### src/rtl/llist_pkg.sv
// shared constants, types and codes for the linked list engine
package llist_pkg;

  localparam int CAPACITY = 32;
  localparam int IDX_W    = (CAPACITY > 2) ? $clog2(CAPACITY) : 1;
  localparam int CNT_W    = $clog2(CAPACITY + 1);
  localparam int DATA_W   = 32;
  localparam int MODE_W   = 3;
  localparam int POS_W    = 5;
  localparam int CMP_W    = ((CNT_W > POS_W) ? CNT_W : POS_W) + 1;

  typedef logic [IDX_W-1:0]         idx_t;
  typedef logic [CNT_W-1:0]         cnt_t;
  typedef logic signed [DATA_W-1:0] data_t;

  typedef enum logic [MODE_W-1:0] {
    MODE_INS_FRONT = 3'd0,
    MODE_INS_BACK  = 3'd1,
    MODE_INS_AFTER = 3'd2,
    MODE_DEL_FRONT = 3'd3,
    MODE_READ_OUT  = 3'd4
  } mode_t;

  typedef enum logic [1:0] {
    ST_OK     = 2'd0,
    ST_FULL   = 2'd1,
    ST_EMPTY  = 2'd2,
    ST_BADPOS = 2'd3
  } status_t;

  typedef enum logic [3:0] {
    S_IDLE,
    S_DECODE,
    S_ALLOC,
    S_PLACE,
    S_WALK,
    S_AFTER,
    S_DEL,
    S_RD,
    S_RDD,
    S_RESP
  } state_t;

  typedef struct packed {
    logic we;
    idx_t waddr;
    idx_t wdata;
    logic re;
    idx_t raddr;
  } link_req_t;

  typedef struct packed {
    logic  we;
    idx_t  waddr;
    data_t wdata;
    logic  re;
    idx_t  raddr;
  } val_req_t;

endpackage

### src/rtl/llist_ram.sv
// generic single-write single-read ram with registered read data
module llist_ram #(
  parameter int DEPTH = 32,
  parameter int WIDTH = 32
) (
  input  logic                                       clk,
  input  logic                                       we,
  input  logic [((DEPTH > 2) ? $clog2(DEPTH) : 1)-1:0] waddr,
  input  logic [WIDTH-1:0]                           wdata,
  input  logic                                       re,
  input  logic [((DEPTH > 2) ? $clog2(DEPTH) : 1)-1:0] raddr,
  output logic [WIDTH-1:0]                           rdata
);

  logic [WIDTH-1:0] mem [DEPTH];

  always_ff @(posedge clk) begin
    if (we) begin
      mem[waddr] <= wdata;
    end
  end

  always_ff @(posedge clk) begin
    if (re) begin
      rdata <= mem[raddr];
    end
  end

endmodule

### src/rtl/llist_ctrl.sv
// list sequencer: head, tail, free list, allocation, link walk and result register
module llist_ctrl (
  input  logic                clk,
  input  logic                rst_n,
  input  logic                in_valid,
  output logic                in_ready,
  input  logic [2:0]          in_mode,
  input  llist_pkg::data_t    in_value,
  input  logic [4:0]          in_position,
  output logic                out_valid,
  input  logic                out_ready,
  output logic [1:0]          out_status,
  output llist_pkg::data_t    out_value_res,
  output logic                out_last,
  output llist_pkg::link_req_t link_req,
  input  llist_pkg::idx_t     link_rdata,
  output llist_pkg::val_req_t val_req,
  input  llist_pkg::data_t    val_rdata
);
  import llist_pkg::*;

  state_t  state_r, state_nxt;
  idx_t    head_r, head_nxt;
  idx_t    tail_r, tail_nxt;
  idx_t    free_r, free_nxt;
  cnt_t    fresh_r, fresh_nxt;
  cnt_t    count_r, count_nxt;
  logic    out_valid_r, out_valid_nxt;

  logic [MODE_W-1:0] mode_r, mode_nxt;
  data_t   val_r, val_nxt;
  logic [POS_W-1:0] pos_r, pos_nxt;
  idx_t    cur_r, cur_nxt;
  idx_t    ent_r, ent_nxt;
  cnt_t    steps_r, steps_nxt;
  status_t stat_r, stat_nxt;
  status_t out_status_r, out_status_nxt;
  data_t   out_value_r, out_value_nxt;
  logic    out_last_r, out_last_nxt;

  logic    out_free;
  logic    is_full;
  logic    bad_pos;

  assign out_free = !out_valid_r || out_ready;
  assign is_full  = (count_r >= cnt_t'(CAPACITY));
  assign bad_pos  = (CMP_W'(pos_r) >= CMP_W'(count_r));

  always_comb begin
    state_nxt      = state_r;
    head_nxt       = head_r;
    tail_nxt       = tail_r;
    free_nxt       = free_r;
    fresh_nxt      = fresh_r;
    count_nxt      = count_r;
    mode_nxt       = mode_r;
    val_nxt        = val_r;
    pos_nxt        = pos_r;
    cur_nxt        = cur_r;
    ent_nxt        = ent_r;
    steps_nxt      = steps_r;
    stat_nxt       = stat_r;
    out_status_nxt = out_status_r;
    out_value_nxt  = out_value_r;
    out_last_nxt   = out_last_r;
    out_valid_nxt  = out_valid_r && !out_ready;
    link_req       = '0;
    val_req        = '0;
    in_ready       = (state_r == S_IDLE);

    unique case (state_r)
      S_IDLE: begin
        if (in_valid) begin
          mode_nxt  = in_mode;
          val_nxt   = in_value;
          pos_nxt   = in_position;
          state_nxt = S_DECODE;
        end
      end
      S_DECODE: begin
        unique case (mode_r)
          MODE_INS_FRONT, MODE_INS_BACK, MODE_INS_AFTER: begin
            if (is_full) begin
              stat_nxt  = ST_FULL;
              state_nxt = S_RESP;
            end else if (mode_r == MODE_INS_AFTER && bad_pos) begin
              stat_nxt  = ST_BADPOS;
              state_nxt = S_RESP;
            end else if (fresh_r > count_r) begin
              link_req.re    = 1'b1;
              link_req.raddr = free_r;
              ent_nxt        = free_r;
              state_nxt      = S_ALLOC;
            end else begin
              ent_nxt   = fresh_r[IDX_W-1:0];
              fresh_nxt = fresh_r + cnt_t'(1);
              state_nxt = S_PLACE;
            end
          end
          MODE_DEL_FRONT: begin
            if (count_r == '0) begin
              stat_nxt  = ST_EMPTY;
              state_nxt = S_RESP;
            end else begin
              link_req.re    = 1'b1;
              link_req.raddr = head_r;
              state_nxt      = S_DEL;
            end
          end
          MODE_READ_OUT: begin
            if (count_r == '0) begin
              stat_nxt  = ST_EMPTY;
              state_nxt = S_RESP;
            end else begin
              cur_nxt   = head_r;
              steps_nxt = count_r - cnt_t'(1);
              state_nxt = S_RD;
            end
          end
          default: begin
            state_nxt = S_IDLE;
          end
        endcase
      end
      S_ALLOC: begin
        free_nxt  = link_rdata;
        state_nxt = S_PLACE;
      end
      S_PLACE: begin
        unique case (mode_r)
          MODE_INS_FRONT: begin
            val_req.we     = 1'b1;
            val_req.waddr  = ent_r;
            val_req.wdata  = val_r;
            link_req.we    = 1'b1;
            link_req.waddr = ent_r;
            link_req.wdata = head_r;
            head_nxt       = ent_r;
            if (count_r == '0) begin
              tail_nxt = ent_r;
            end
            count_nxt = count_r + cnt_t'(1);
            stat_nxt  = ST_OK;
            state_nxt = S_RESP;
          end
          MODE_INS_BACK: begin
            val_req.we    = 1'b1;
            val_req.waddr = ent_r;
            val_req.wdata = val_r;
            if (count_r == '0) begin
              head_nxt = ent_r;
            end else begin
              link_req.we    = 1'b1;
              link_req.waddr = tail_r;
              link_req.wdata = ent_r;
            end
            tail_nxt  = ent_r;
            count_nxt = count_r + cnt_t'(1);
            stat_nxt  = ST_OK;
            state_nxt = S_RESP;
          end
          MODE_INS_AFTER: begin
            link_req.re    = 1'b1;
            link_req.raddr = head_r;
            cur_nxt        = head_r;
            steps_nxt      = cnt_t'(pos_r);
            state_nxt      = S_WALK;
          end
          default: begin
            state_nxt = S_IDLE;
          end
        endcase
      end
      S_WALK: begin
        if (steps_r == '0) begin
          link_req.we    = 1'b1;
          link_req.waddr = ent_r;
          link_req.wdata = link_rdata;
          state_nxt      = S_AFTER;
        end else begin
          link_req.re    = 1'b1;
          link_req.raddr = link_rdata;
          cur_nxt        = link_rdata;
          steps_nxt      = steps_r - cnt_t'(1);
        end
      end
      S_AFTER: begin
        link_req.we    = 1'b1;
        link_req.waddr = cur_r;
        link_req.wdata = ent_r;
        val_req.we     = 1'b1;
        val_req.waddr  = ent_r;
        val_req.wdata  = val_r;
        if (cur_r == tail_r) begin
          tail_nxt = ent_r;
        end
        count_nxt = count_r + cnt_t'(1);
        stat_nxt  = ST_OK;
        state_nxt = S_RESP;
      end
      S_DEL: begin
        head_nxt       = link_rdata;
        link_req.we    = 1'b1;
        link_req.waddr = head_r;
        link_req.wdata = free_r;
        free_nxt       = head_r;
        count_nxt      = count_r - cnt_t'(1);
        stat_nxt       = ST_OK;
        state_nxt      = S_RESP;
      end
      S_RD: begin
        link_req.re    = 1'b1;
        link_req.raddr = cur_r;
        val_req.re     = 1'b1;
        val_req.raddr  = cur_r;
        state_nxt      = S_RDD;
      end
      S_RDD: begin
        if (out_free) begin
          out_valid_nxt  = 1'b1;
          out_status_nxt = ST_OK;
          out_value_nxt  = val_rdata;
          out_last_nxt   = (steps_r == '0);
          if (steps_r == '0) begin
            state_nxt = S_IDLE;
          end else begin
            link_req.re    = 1'b1;
            link_req.raddr = link_rdata;
            val_req.re     = 1'b1;
            val_req.raddr  = link_rdata;
            steps_nxt      = steps_r - cnt_t'(1);
          end
        end
      end
      S_RESP: begin
        if (out_free) begin
          out_valid_nxt  = 1'b1;
          out_status_nxt = stat_r;
          out_value_nxt  = '0;
          out_last_nxt   = 1'b1;
          state_nxt      = S_IDLE;
        end
      end
      default: begin
        state_nxt = S_IDLE;
      end
    endcase
  end

  always_ff @(posedge clk) begin
    if (!rst_n) begin
      state_r     <= S_IDLE;
      head_r      <= '0;
      tail_r      <= '0;
      free_r      <= '0;
      fresh_r     <= '0;
      count_r     <= '0;
      out_valid_r <= 1'b0;
    end else begin
      state_r     <= state_nxt;
      head_r      <= head_nxt;
      tail_r      <= tail_nxt;
      free_r      <= free_nxt;
      fresh_r     <= fresh_nxt;
      count_r     <= count_nxt;
      out_valid_r <= out_valid_nxt;
    end
  end

  always_ff @(posedge clk) begin
    mode_r       <= mode_nxt;
    val_r        <= val_nxt;
    pos_r        <= pos_nxt;
    cur_r        <= cur_nxt;
    ent_r        <= ent_nxt;
    steps_r      <= steps_nxt;
    stat_r       <= stat_nxt;
    out_status_r <= out_status_nxt;
    out_value_r  <= out_value_nxt;
    out_last_r   <= out_last_nxt;
  end

  assign out_valid     = out_valid_r;
  assign out_status    = out_status_r;
  assign out_value_res = out_value_r;
  assign out_last      = out_last_r;

endmodule

### src/rtl/linked_list_engine.sv
// top level of the linked list engine: sequencer plus link and value memories
//
// requests arrive on the in_ channel (valid/ready): in_mode selects insert
// front, insert back, insert after in_position, delete front or read out.
// mode codes five to seven are dropped and give no beat.
// every other request answers on the out_ channel (valid/ready) with out_status;
// a non-empty read out gives one beat per element in list order, with
// out_last on the final one, otherwise a single beat with out_last set.
// a read out gives one element per cycle while the receiver takes each
// beat; each link step is one read of the link memory, whose read data
// is registered.
// one request is in flight at a time; a new request is taken as soon as the
// sequencer is idle, even while the last result still waits in the output
// register. a stalled receiver holds the output register and pauses the walk.
// reset empties the list at once; no memory clearing pass is needed.
module linked_list_engine (
  input  logic             clk,
  input  logic             rst_n,
  input  logic             in_valid,
  output logic             in_ready,
  input  logic [2:0]       in_mode,
  input  llist_pkg::data_t in_value,
  input  logic [4:0]       in_position,
  output logic             out_valid,
  input  logic             out_ready,
  output logic [1:0]       out_status,
  output llist_pkg::data_t out_value_res,
  output logic             out_last
);
  import llist_pkg::*;

  link_req_t link_req;
  val_req_t  val_req;
  idx_t      link_rdata;
  data_t     val_rdata;

  llist_ctrl u_ctrl (
    .clk           (clk),
    .rst_n         (rst_n),
    .in_valid      (in_valid),
    .in_ready      (in_ready),
    .in_mode       (in_mode),
    .in_value      (in_value),
    .in_position   (in_position),
    .out_valid     (out_valid),
    .out_ready     (out_ready),
    .out_status    (out_status),
    .out_value_res (out_value_res),
    .out_last      (out_last),
    .link_req      (link_req),
    .link_rdata    (link_rdata),
    .val_req       (val_req),
    .val_rdata     (val_rdata)
  );

  llist_ram #(
    .DEPTH (CAPACITY),
    .WIDTH (IDX_W)
  ) u_link_ram (
    .clk   (clk),
    .we    (link_req.we),
    .waddr (link_req.waddr),
    .wdata (link_req.wdata),
    .re    (link_req.re),
    .raddr (link_req.raddr),
    .rdata (link_rdata)
  );

  llist_ram #(
    .DEPTH (CAPACITY),
    .WIDTH (DATA_W)
  ) u_val_ram (
    .clk   (clk),
    .we    (val_req.we),
    .waddr (val_req.waddr),
    .wdata (val_req.wdata),
    .re    (val_req.re),
    .raddr (val_req.raddr),
    .rdata (val_rdata)
  );

endmodule

### config.mk
export PLATFORM = sky130hd
export DESIGN_NAME = linked_list_engine
export DESIGN_NICKNAME = d
export VERILOG_FILES = /design/src/rtl/llist_pkg.sv /design/src/rtl/llist_ram.sv /design/src/rtl/llist_ctrl.sv /design/src/rtl/linked_list_engine.sv
export SDC_FILE = /design/constraint.sdc
export NUM_CORES = 1
export LEC_CHECK = 0
export ABC_AREA = 1
export BUFFER_PORTS_ARGS = -buffer_cell sky130_fd_sc_hd__buf_4
export CAP_MARGIN = 20
export CORE_ASPECT_RATIO = 1.75
export CORE_UTILIZATION = 50
export DETAILED_ROUTE_END_ITERATION = 16
export PLACE_DENSITY = 0.67
export SYNTH_ARGS = -nofsm -noshare
export SYNTH_HDL_FRONTEND = slang
export SYNTH_SLANG_ARGS = --single-unit
### constraint.sdc
create_clock -name clk -period 9 [get_ports clk]
set_clock_uncertainty 0.2 [all_clocks]
set_input_delay 1.8 -clock clk [delete_from_list [all_inputs] [get_ports clk]]
set_output_delay 1.8 -clock clk [all_outputs]
set_load 0.005 [all_outputs]
======== Word-level counts from Yosys, hierarchy flattened ========
Memory sizes are Yosys's and may differ from the RTL's. A register that Yosys moved wholly into a read port is not among the register bits.
Cells that the tools add are included.
storage, ports and cells
  register bits after elaboration ......... 125
  memory bits (writable) .................. 1184
  output and inout port bits .............. 37
  memories kept ........................... 2
operators by class
  add/subtract/negate cells ............... 4
  order comparisons ....................... 3
  equal/unequal tests ..................... 31
  mux-type cells .......................... 71
  bitwise gates (word level) .............. 3
  reduce and logical (&&, ||, !) cells .... 33
memories
  name            depth  width  rd ports  clocked after Yosys merged registers in  write ports  RTL line         RTL
  u_val_ram.mem   32     32     1         1                                        1            llist_ram.sv:15  logic [WIDTH-1:0] mem [DEPTH];
  u_link_ram.mem  32     5      1         1                                        1            llist_ram.sv:15
operator list
  cell                                            number
  2-to-1 mux 6 bit                                13
  one-hot mux 38 bit (2 select lines)             1
  2-to-1 mux 32 bit                               2
  one-hot mux 32 bit (2 select lines)             1
  one-hot mux 5 bit (2 select lines)              5
  one-hot mux 11 bit (4 select lines)             1
  2-to-1 mux 38 bit                               1
  2-to-1 mux 4 bit                                9
  one-hot mux 4 bit (9 select lines)              1
  2-to-1 mux 5 bit                                7
  one-hot mux 6 bit (5 select lines)              1
  AND reduction 5 bit                             5
  one-hot mux 6 bit (2 select lines)              2
  one-hot mux 6 bit (4 select lines)              1
  2-to-1 mux 11 bit                               2
  one-hot mux 11 bit (2 select lines)             1
  one-hot mux 6 bit (3 select lines)              1
  == test 4 x 3 -> 1 bit (second input constant)  4
  one-hot mux 5 bit (3 select lines)              1
  != test 2 x 1 -> 1 bit (second input constant)  7
  adder 6 x 1 -> 6 bit (second input constant)    2
  zero test 6 bit                                 2
  2-to-1 mux 2 bit                                6
  one-hot mux 4 bit (3 select lines)              1
  other kinds (34)                                68

======== Longest topological paths before layout ========
  word-level depth ........................ 6
  mapped depth ............................ 20

======== By module ========
Synthesis repeated with hierarchy kept, for this count alone.
unflattened totals
  cells, all modules ...................... 4889
  area, all modules ....................... 56043.8 um^2
modules (own cells, without submodules)
  module                   times used  cells an instance  area an instance (um^2)  sequential area each (um^2)
  llist_ram at u_val_ram   1           3536               42726.0                  31710.4
  llist_ram at u_link_ram  1           595                6846.6                   4954.8
  llist_ctrl               1           758                6471.2                   3433.3

======== Worst setup path after synthesis ========
No wires, ideal clock.
  path type ............................... input-to-reg
  from .................................... in in_valid
  to ...................................... reg u_ctrl.mode_r[0] (enable)
  library setup time ...................... 0.437 ns
  data arrival time ....................... 3.514 ns
  required time ........................... 8.363 ns
  setup slack ............................. 4.849 ns
  cell stages on the path ................. 2
  path buffers ............................ 0
  cells stage by stage .................... inv_1 > nor2_1
between the ends
  cells in the longest elaborated chain, start to end .. 1
ends and longest elaborated chain
  what                           RTL line                  RTL
  start, declared                linked_list_engine.sv:19  input logic in_valid,
  AND reduction 2 bit (no line)  n/a
  end signal, assigned           llist_ctrl.sv:271         mode_r <= mode_nxt;
  end, declared                  llist_ctrl.sv:30          logic [MODE_W-1:0] mode_r, mode_nxt;
No other way between the ends.
A chain may end at the register's enable or synchronous reset.

======== Final worst setup path ========
  from .................................... in out_ready
  to ...................................... reg u_link_ram.rdata[3], read port of u_link_ram.mem, data pin
between the ends
  cells in the longest elaborated chain, start to end .. 3
ends and longest elaborated chain
  what                                RTL line                  RTL
  start, declared                     linked_list_engine.sv:25  input logic out_ready,
  logical OR 1 bit                    llist_ctrl.sv:45          assign out_free = !out_valid_r || out_ready;
  2-to-1 mux 6 bit                    llist_ctrl.sv:219         if (out_free) begin
  one-hot mux 6 bit (5 select lines)  llist_ctrl.sv:71          unique case (state_r)
  end, declared                       llist_ram.sv:12           output logic [WIDTH-1:0] rdata
No other way between the ends.

==> results.sh <==
export IMPL_path_clk_slew_ns=0.06
export IMPL_grt_pass1_vias=34500
export IMPL_critical_path_arrival_ns=5.41
export IMPL_power_leakage_nw=19.2
export IMPL_avgSynthCellArea_um2=12.1
export IMPL_ir_worst_vdd_v=0.000190
export IMPL_worst_path_largest_cell_delay_ns=0.68
export IMPL_die_width_um=253
export IMPL_die_y_um=441
export IMPL_yosysTopAreaCell="edfxtp_1"
export IMPL_grt_usage_pct=26.6
export IMPL_p_sw_share_pct=21.8
export IMPL_seq_power_share_pct=54.3
export IMPL_max_slew_worst_pin_slew_ns=1.20
export IMPL_hp_class="flop to flop"
export IMPL_ys_flop_type="edfxtp_1"
export IMPL_cts_resized=0
export IMPL_grt_max_degree=182
export IMPL_timing_fmax_mhz=196
export IMPL_synth_seq_cells=1346
export IMPL_synth_common_cells="1,314 x edfxtp_1, 624 x o21ai_0, 573 x nor2_1"
export IMPL_antenna_found_initial=3
export IMPL_io_buffers=80
export IMPL_comb_power_share_pct=5.6
export IMPL_p_per_area_mw_per_mm2=207
export IMPL_dieArea_mm2=0.112
export IMPL_cts_setup_buffers=0
export IMPL_clockBufferDepth=3
export IMPL_gp_congestion=0.892
export IMPL_yosys_warnings=0
export IMPL_dp_cells=5901
export IMPL_finalCriticalPeriod_ns=5.11
export IMPL_cts_buffers=116
export IMPL_coreArea_mm2=0.109
export IMPL_first_pass_iters=6
export IMPL_area_delta_synth_final_pct=11.7
export IMPL_syn_num_nets=4610
export IMPL_wire_per_inst_um=24.1
export IMPL_ant_nets=0
export IMPL_slew_viol_final=0
export IMPL_start_kind="input port"
export IMPL_drt_iter0_markers=3767
export IMPL_crit_chain="buf_4 > nor2_1 > nor2_4 > nand2_2 > nand2_8 > nor2_4 > buf_4 > nand2_2 > buf_4 > nand2_1 > nand3_1 > nand3_1 > nand3_1 > nand3_1 > nand2_1"
export IMPL_cts_tree="done"
export IMPL_stdcell_count=6132
export IMPL_clkPwrFrac_pct=40.0
export IMPL_status="finished clean"
export IMPL_ys_top_cells_by_area="edfxtp_1 72%, o21ai_0 5.7%, nor2_1 3.9%"
export IMPL_async_flop_share_pct=0
export IMPL_viasPerCell=5.84
export IMPL_required_ns=9.30
export IMPL_postCtsHoldBufs=0
export IMPL_grt_pass1_wl_um=217000
export IMPL_rows=160
export IMPL_fin_setup_tns_ns=0
export IMPL_syn_instance_count=4550
export IMPL_end_kind="flop"
export IMPL_grt_overflow_total=0
export IMPL_clk_latency_ns=0.75
export IMPL_vias=35800
export IMPL_final_layout_size_suffix_gt1_share_pct=9.76
export IMPL_synth_edff_count=1314
export IMPL_synth_distinct_cells=47
export IMPL_rsz0062_at_grt="false"
export IMPL_hold_viol=0
export IMPL_antenna_cells=0
export IMPL_netlist_area_mm2=0.0551
export IMPL_fill_cells=8865
export IMPL_htree_levels=3
export IMPL_worstPathBufferInverterCount=3
export IMPL_p_int_w=0.00998
export IMPL_period_share_pct=56.8
export IMPL_cp_top_family="simple AND/OR/NAND/NOR gates"
export IMPL_drt_total_wl_um=148000
export IMPL_power_switching_w=0.00279
export IMPL_cts_sinks=1346
export IMPL_worst_path_most_repeated_cell="nand3_1"
export IMPL_hold_slack_ns=0.258
export IMPL_netlist_area_leader_share_pct=71.6
export IMPL_yosysSeqAreaShare_pct=72.7
export IMPL_crit_slowest_cell="buf_4"
export IMPL_initial_core_util_pct=50.6
export IMPL_dp_hpwl_um=78900
export IMPL_ios=81
export IMPL_cts_root_buf="clkbuf_16"
export IMPL_setup_viol=0
export IMPL_drv_cap=0
export IMPL_synth_most_common_cell="edfxtp_1"
export IMPL_drcViolationCount=0
export IMPL_crit_path_max_fanout=122
export IMPL_relSlewSlack_pct=19.7
export IMPL_critPathKind="input port to flop"
export IMPL_nNetsFinal=4639
-- layer usage --
metal,up-vias,share of wire (%),global-route usage [%]
li1,16300,-,-
met1,17500,37,31.9
met2,1557,51,46.3
met3,363,7.1,3.55
met4,2,5.1,14.3
met5,-,0.0088,0
-- layout by cell type (no fill, tap or decap), types with 39 or more instances in the layout --
cell type / count
o22ai_1: 276
buf_4: 154
inv_1: 370
edfxtp_1: 1314
a21oi_1: 39
o21ai_1: 63
clkbuf_16: 118
nand2_1: 498
o211ai_1: 69
nor2_1: 518
or2_0: 50
nand3_1: 243
o21ai_0: 621
-- area by class of cell --
cell class              count  area, um2  share of cell area [%]
well taps                1458       1820                    2.96
repair buffers            178       1550                    2.51
multi-input cells        2549      12800                    20.8
clock buffers             147       3090                    5.02
flip-flops and latches   1346      40100                    65.1
clock inverters            66        758                    1.23
inverters                 388       1470                    2.38
-- worst reg2reg max path: cells and delay by family, from the launching register on --
| family | cells | cell delay (ns) |
|---|---|---|
| adders and majority gates | 1 | 0.17 |
| buffers and inverters | 4 | 1.31 |
| DFF | 1 | 0.39 |
| and+or+nand+nor | 14 | 2.52 |
-- worst paths after layout --
kind	from	to	slack, ns	depth (start not counted)
min	u_ctrl.fresh_r[5]	u_ctrl.fresh_r[5]	0.26	1
max reg2reg	u_ctrl.steps_r[0]	u_link_ram.rdata[3]	4.18	19
max	out_ready	u_link_ram.rdata[3]	3.89	15
min reg2reg	u_ctrl.fresh_r[5]	u_ctrl.fresh_r[5]	0.26	1
-- logic make-up after synthesis --
family	count (synthesis)	synth area share, %
AND/OR/NAND/NOR	1410	10.6
adder cells (fa/ha/maj)	16	0.363
XOR/XNOR	9	0.143
flip-flops	1346	72.7
AO/OA/AOI/OAI	1114	11.3
buffers and inverters	655	4.85
-- power groups by stage --
stage          registers (W)  logic (W)  clock network (W)
6_report             0.00694   0.000720            0.00511
5_1_grt              0.00694   0.000788            0.00540
4_1_cts              0.00694   0.000715            0.00518
3_5_place_dp         0.00707   0.000712                  0
3_3_place_gp         0.00707   0.000702                  0
2_1_floorplan        0.00705   0.000472                  0
-- sequential cells by signal, summed over array words and instances (netlist names), 6 cells and up --
register,cells
u_ctrl.count_r,6
u_ctrl.fresh_r,6
u_ctrl.out_value_res,32
u_ctrl.steps_r,6
u_ctrl.val_r,32
u_link_ram.mem,160
u_val_ram.mem,1024
u_val_ram.rdata,32
-- through the flow --
| step | setup WS [ns] | utilization (%) | area [um2] | power [W] |
|---|---|---|---|---|
| 2_1_floorplan | 4.85 | - | 55100 | 0.00752 |
| 3_3_place_gp | 3.24 | 52.7 | 57400 | 0.00777 |
| 3_5_place_dp | 3.18 | 52.7 | 57400 | 0.00779 |
| 4_1_cts | 3.99 | 56.3 | 61300 | 0.0128 |
| 5_1_grt | 3.64 | 56.5 | 61600 | 0.0131 |
| 6_report | 3.89 | 56.5 | 61600 | 0.0128 |
No activity file was read; power rests on OpenSTA's default activity.
